`src/sms_pkg.sv`:
```
// ----------------------------------------------------------------------------
// sms_pkg
// Shared widths, codes and controller/datapath command type for the sorted
// multiset table unit.
// ----------------------------------------------------------------------------
package sms_pkg;

   localparam int ENTRIES     = 64;
   localparam int VALUE_BITS  = 32;
   localparam int COUNT_BITS  = 16;
   localparam int MULT_BITS   = 16;
   localparam int TOTAL_BITS  = 32;
   localparam int ACTION_BITS = 2;
   localparam int STATUS_BITS = 2;

   localparam int USED_BITS = $clog2(ENTRIES + 1);
   localparam int SUM_BITS  = ((COUNT_BITS > MULT_BITS) ? COUNT_BITS : MULT_BITS) + 1;

   localparam int REQ_BITS      = ACTION_BITS + VALUE_BITS + MULT_BITS;
   localparam int REQ_DATA_BITS = ((REQ_BITS + 7) / 8) * 8;

   localparam int RSP_PRESENT_BIT  = STATUS_BITS;
   localparam int RSP_SMALLEST_LSB = STATUS_BITS + 1;
   localparam int RSP_SVALID_BIT   = RSP_SMALLEST_LSB + VALUE_BITS;
   localparam int RSP_EMPTY_BIT    = RSP_SVALID_BIT + 1;
   localparam int RSP_TOTAL_LSB    = RSP_EMPTY_BIT + 1;
   localparam int RSP_BITS         = RSP_TOTAL_LSB + TOTAL_BITS;
   localparam int RSP_DATA_BITS    = ((RSP_BITS + 7) / 8) * 8;

   localparam logic [ACTION_BITS-1:0] ACT_INSERT = 2'd0;
   localparam logic [ACTION_BITS-1:0] ACT_REMOVE = 2'd1;
   localparam logic [ACTION_BITS-1:0] ACT_QUERY  = 2'd2;

   localparam logic [STATUS_BITS-1:0] ST_DONE      = 2'd0;
   localparam logic [STATUS_BITS-1:0] ST_ABSENT    = 2'd1;
   localparam logic [STATUS_BITS-1:0] ST_FULL      = 2'd2;
   localparam logic [STATUS_BITS-1:0] ST_SATURATED = 2'd3;

   typedef logic signed [VALUE_BITS-1:0] value_type;
   typedef logic        [COUNT_BITS-1:0] count_type;
   typedef logic        [TOTAL_BITS-1:0] total_type;

   typedef struct packed {
      logic load;
      logic compare;
      logic commit;
   } dp_cmd_type;

endpackage

```
`src/sms_ctrl.sv`:
```
// ----------------------------------------------------------------------------
// sms_ctrl
// Sequencer: accepts an item, runs the compare step, then the update step,
// and owns the result valid flag.
// ----------------------------------------------------------------------------
module sms_ctrl (
   input  logic                clock,
   input  logic                reset,
   input  logic                req_tvalid,
   output logic                req_tready,
   output logic                rsp_tvalid,
   input  logic                rsp_tready,
   output sms_pkg::dp_cmd_type cmd_out
);
   import sms_pkg::*;

   localparam logic [1:0] S_IDLE = 2'd0;
   localparam logic [1:0] S_CMP  = 2'd1;
   localparam logic [1:0] S_UPD  = 2'd2;

   logic [1:0] state_ff, state_in;
   logic       rsp_valid_ff, rsp_valid_in;
   logic       can_commit;
   logic       accept;

   assign can_commit = !rsp_valid_ff || rsp_tready;
   assign req_tready = (state_ff == S_IDLE) || ((state_ff == S_UPD) && can_commit);
   assign accept     = req_tvalid && req_tready;
   assign rsp_tvalid = rsp_valid_ff;

   always_comb begin
      cmd_out.load    = accept;
      cmd_out.compare = (state_ff == S_CMP);
      cmd_out.commit  = (state_ff == S_UPD) && can_commit;
   end

   always_comb begin
      state_in = state_ff;
      unique case (state_ff)
         S_IDLE: begin
            if (accept) state_in = S_CMP;
         end
         S_CMP: begin
            state_in = S_UPD;
         end
         S_UPD: begin
            if (can_commit) state_in = accept ? S_CMP : S_IDLE;
         end
         default: begin
            state_in = S_IDLE;
         end
      endcase
   end

   always_comb begin
      if (cmd_out.commit) rsp_valid_in = 1'b1;
      else if (rsp_tready) rsp_valid_in = 1'b0;
      else rsp_valid_in = rsp_valid_ff;
   end

   always_ff @(posedge clock) begin
      if (reset) begin
         state_ff     <= S_IDLE;
         rsp_valid_ff <= 1'b0;
      end else begin
         state_ff     <= state_in;
         rsp_valid_ff <= rsp_valid_in;
      end
   end

endmodule

```
`config.mk`:
```
export PLATFORM = sky130hd
export DESIGN_NAME = sms_ctrl
export DESIGN_NICKNAME = d
export VERILOG_FILES = /design/src/sms_pkg.sv /design/src/sms_ctrl.sv
export SDC_FILE = /design/constraint.sdc
export NUM_CORES = 1
export LEC_CHECK = 0
export CORE_AREA = 2 2 39 41
export CTS_CLUSTER_SIZE = 12
export DETAILED_ROUTE_END_ITERATION = 7
export DIE_AREA = 0 0 41 43
export DONT_BUFFER_PORTS = 1
export SETUP_SLACK_MARGIN = 0.02
export SLEW_MARGIN = 20
export SYNTH_ARGS = -nofsm -noshare
export SYNTH_HDL_FRONTEND = slang
export SYNTH_SLANG_ARGS = --single-unit
```
`constraint.sdc`:
```
create_clock -name clock -period 1.6 [get_ports clock]
set_clock_uncertainty 0.2 [all_clocks]
set_input_delay 0.08 -clock clock [delete_from_list [all_inputs] [get_ports clock]]
set_output_delay 0.08 -clock clock [all_outputs]
set_load 0.01 [all_outputs]
```
==> results.cfg, run 1 <==
[status]
outcome = completed

[timing]
rsz0062_at_grt = false
layout_setup_ws_ps = 156
max_freq_ghz = 0.692
period_share_pct = 90.3
slew_headroom_pct = 74.3
setup_viol = 0
hold_viol_final = 0
fin_crit_ps = 1440
setup_tns_ps = 0
tightest_slew_ps = 384
drv_slew = 0

[layout]
drive_above_1_share_pct = 19.0
nets = 26
stdcell_count = 37
fin_util_pct = 16.3
num_antenna_cells = 0
area_delta_synth_final_pct = 31.4

[grt]
track_usage_pct = 4.61
grt_pass1_wl_um = 441
antenna_found_initial = 0
grt_pass1_vias = 127
grt_max_degree = 7
gr-total-overflow = 0

[critical_path]
r2r.worst_path.cells = 2
cp_slowest_cell = nor3b_1
critPathCaptureType = primary output
cp_max_fo = 4
slowest_delay_ps = 360
cpLargestDelayFamily = simple AND/OR/NAND/NOR gates
r2r_end = state_ff[1]
arrival_ps = 1160
crit_chain = and3b_1, nor3b_1
timing.rr.start = state_ff[0]
cp.required_ps = 1320
crit_type = reg2out
critPathLaunchType = flip-flop
reg2reg_setup_slack_ps = 530
critPathBufInv = 0

[cts]
clockBufferDepth = 2
cts_root_buffer = clkbuf_4
cts_sinks = 3
cts_tree = done
h-tree-depth = 1
clock_latency_ps = 230
cts_made_buffers = 3
clk_pin_slew_ps = 40

[floorplanning]
rows = 14
ios = 9
start_util_pct = 12.4
dieArea_sq_um = 1760
die-height_um = 43
core_area_sq_um = 1380
die_w_um = 41

[pwr]
leakage_uw = 0.0000957
total_power_uw = 233
power_density_nw_per_um2 = 1030
vdd_ir_drop_max_mv = 0.181

[drt]
drtIter0Drc = 0
drtPass1Iterations = 1
ant_nets = 0
vias = 121
routed_wl_um = 316
wl_per_cell_um = 8.54
drc = 0
via_per_inst = 3.27

[flow_run]
maxCapViolCount = 0

[min_path]
min_from = rsp_tready
whs_path_depth = 2
hold_path_end = state_ff[0]
holdCritPathClass = in2reg

[logic_synthesis]
synth-seq-cells = 3
synth_top_area_share_pct = 35.0
synth.avg_cell_area_sq_um = 10.1
synth_cells = 17
synth_area_leaders = dfxtp_1 35%, buf_4 13%, nor4b_2 8.8%
netlist_area_sq_um = 171
syn-num-nets = 21
yosysSeqAreaShare_pct = 35.0
yosysWarnings = 0
synth_top_cell_by_area = dfxtp_1
ys_types = 12

[placement]
place.gp.congestion = 0.512
dp_slack_ps = 381
hpwl_um = 255
dp.cells = 30
io_buffers = 0
## final cells by class
type	count	area (sq um)
Tap cell	16	20.0
Multi-Input combinational cell	11	88.8
Clock buffer	4	26.3
Fill cell	164	1160
Sequential cell	3	60.1
Timing Repair Buffer	3	30.0
## power breakdown
| group | internal (uW) | leakage (uW) | switching [uW] | total, uW |
|---|---|---|---|---|
| Sequential | 78.6 | 0.0000246 | 3.85 | 82.5 |
| Clock | 93.3 | 0.0000150 | 36.5 | 130 |
| Combinational | 12.3 | 0.0000562 | 8.17 | 20.4 |
## worst max-delay path by stage
stage	cells after the start	slack, ps	endpoint	from
floorplan	3	470	cmd_out[2]	rsp_tvalid
global placement	2	380	cmd_out[2]	rsp_tvalid
detailed placement	2	380	cmd_out[2]	rsp_tvalid
CTS	2	120	cmd_out[2]	rsp_tvalid
global route	2	100	cmd_out[2]	rsp_tvalid
finish	2	160	cmd_out[2]	rsp_tvalid
## cell families (layout without fill, tap and decap cells)
family,count (synthesis),after routing,share of synthesized area (%)
AO/OA/AOI/OAI,2,2,8.76
buffers and inverters,3,7,13.1
flip-flops,3,3,35.0
AND/OR/NAND/NOR,9,9,43.1
## stage by stage
stage	area, sq um	hold slack, ps
floorplan	171	-50.9
global placement	169	-44.1
detailed placement	169	-44.8
CTS	225	8.69
global route	225	13.6
finish	225	13.1
## worst register-to-register path, delay by kind of cell, from the launching register on
family,cells,cell delay [ps]
DFF,1,400
AOI/OAI and AO/OA,1,160
and+or+nand+nor,1,200
## state kept, by name, summed over array words and instances (netlist names)
register    cells
rsp_tvalid      1
state_ff        2
## cells in the final DEF, fill, tap and decap left out
cell / count
clkbuf_4: 3
clkbuf_1: 1
nand2b_1: 2
o21ba_1: 1
and3b_1: 1
a21oi_1: 1
dlygate4sd3_1: 3
nor2_1: 1
nor3b_1: 1
nor2b_1: 1
dfxtp_1: 3
nor4b_2: 1
and4bb_1: 1
and2b_1: 1
## routing by layer
layer,share of wire [%],track usage (%),vias to the layer above
li1,-,-,63
met1,31,2.56,54
met2,58,6.25,4
met3,12,4.71,0
met4,0,6.00,0
met5,0,0,-
## timing repair
item | in CTS | in global routing
gates resized for setup | 0 | 0
hold buffers | 3 | 0
endpoints found under the hold margin | 3 | 0
setup buffers | 0 | 0
## Yosys cell counts
library cell	count
buf_4	3
dfxtp_1	3
nand2b_1	2
a21oi_1	1
and2b_1	1
and3b_1	1
and4bb_1	1
nor2_1	1
nor2b_1	1
nor3b_1	1
nor4b_2	1
o21ba_1	1
No activity file was read; power rests on OpenSTA's default activity.
==> run 2: changes to the inputs <==
- HOLD_SLACK_MARGIN: unset -> 0.03
==> results.cfg, run 2 (synthesis results as in run 1) <==
[pwr]
leakage_uw = 0.0000957
total_power_uw = 233
vdd_ir_drop_max_mv = 0.181
power_density_nw_per_um2 = 1040

[placement]
hpwl_um = 255
dp.cells = 30
io_buffers = 0
place.gp.congestion = 0.512

[min_path]
hold_path_end = cmd_out[2]
holdCritPathClass = in2out
min_from = req_tvalid
whs_path_depth = 1

[layout]
fin_util_pct = 16.3
mostFrequentLayoutCells = 3 x clkbuf_4, 3 x dlygate4sd3_1, 3 x dfxtp_1
drive_above_1_share_pct = 19.0
top_register = state_ff
stdcell_count = 37
num_antenna_cells = 0
largest_register_ffs = 2
area_delta_synth_final_pct = 31.4
fill_cells = 164
nets = 26

[timing]
hold_ws_ps = 109
setup_viol = 0
slew_headroom_pct = 74.3
period_share_pct = 93.0
drv_slew = 0
tightest_slew_ps = 384
max_freq_ghz = 0.672
hold_viol_final = 0
rsz0062_at_grt = false
setup_tns_ps = 0
fin_crit_ps = 1490

[cts]
postCtsSetupRepairBufs = 0
cts_made_buffers = 3
cts_sinks = 3
clockBufferDepth = 2
clock_latency_ps = 230
cts_tree = done
h-tree-depth = 1
cts_root_buffer = clkbuf_4

[floorplanning]
die_w_um = 41
start_util_pct = 12.4
dieArea_sq_um = 1760
die-height_um = 43
ios = 9
core_area_sq_um = 1380
rows = 14

[drt]
drtIter0Drc = 0
vias = 121
drtPass1Iterations = 1
ant_nets = 0
routed_wl_um = 311
via_per_inst = 3.27
drc = 0
wl_per_cell_um = 8.41

[critical_path]
cp.required_ps = 1320
reg2reg_setup_slack_ps = 530
critPathBufInv = 1
timing.rr.start = state_ff[0]
crit_type = in2out
cpLargestDelayFamily = simple AND/OR/NAND/NOR gates
r2r_end = state_ff[1]
cp_slowest_cell = dlygate4sd3_1
slowest_delay_ps = 550
critPathCaptureType = primary output
crit_chain = dlygate4sd3_1, and3b_1, nor3b_1
cp_max_fo = 3
arrival_ps = 1210
crit_cells = 3
critPathLaunchType = input port
r2r.worst_path.cells = 2

[grt]
grt_pass1_wl_um = 427
track_usage_pct = 4.51
grt_max_degree = 7
gr-total-overflow = 0
grt_pass1_vias = 123
antenna_found_initial = 0

[status]
outcome = completed

[flow_run]
maxCapViolCount = 0
-- run 2: cell counts in the layout (fill, tap and decap cells not counted) --
No cell type changed its count.
-- run 2: how the worst max path moves through the flow --
stage,from,end,slack [ps]
finish,rsp_tready,cmd_out[2],110
global route,rsp_tready,cmd_out[2],60
global placement,rsp_tvalid,cmd_out[2],380
floorplan,rsp_tvalid,cmd_out[2],470
CTS,rsp_tready,cmd_out[2],90
detailed placement,rsp_tvalid,cmd_out[2],380
-- run 2: what timing repair did --
| action | in CTS | in global routing |
|---|---|---|
| resized for setup | 0 | 0 |
| endpoints found under the hold margin | 3 | 0 |
| hold buffers | 3 | 0 |
-- run 2: per-layer routing --
metal  GRT usage [%]  share of wire, %  up-vias
met5               0                 0        -
met4            6.00                 0        0
met3            4.71                12        0
met2            5.94                57        4
met1            2.56                31       54
li1                -                 -       63
-- run 2: power breakdown --
group          internal, uW  leakage (uW)  switching [uW]
Combinational          12.3     0.0000562            8.66
Sequential             78.6     0.0000246            3.87
Clock                  93.3     0.0000150            36.5
-- run 2: final cells by class --
| type | count | area (sq um) | share of cell area [%] |
|---|---|---|---|
| multi-input combinational | 11 | 88.8 | 39.4 |
| sequential | 3 | 60.1 | 26.7 |
| timing repair buffer | 3 | 30.0 | 13.3 |
| clock buffer | 4 | 26.3 | 11.7 |
| tap | 16 | 20.0 | 8.89 |
-- run 2: stage by stage --
step	instance area (sq um)	worst slack [ps]
after floorplan	171	467
after global placement	169	383
after detailed placement	169	381
after CTS	225	89.2
after global routing	225	61.0
final	225	111
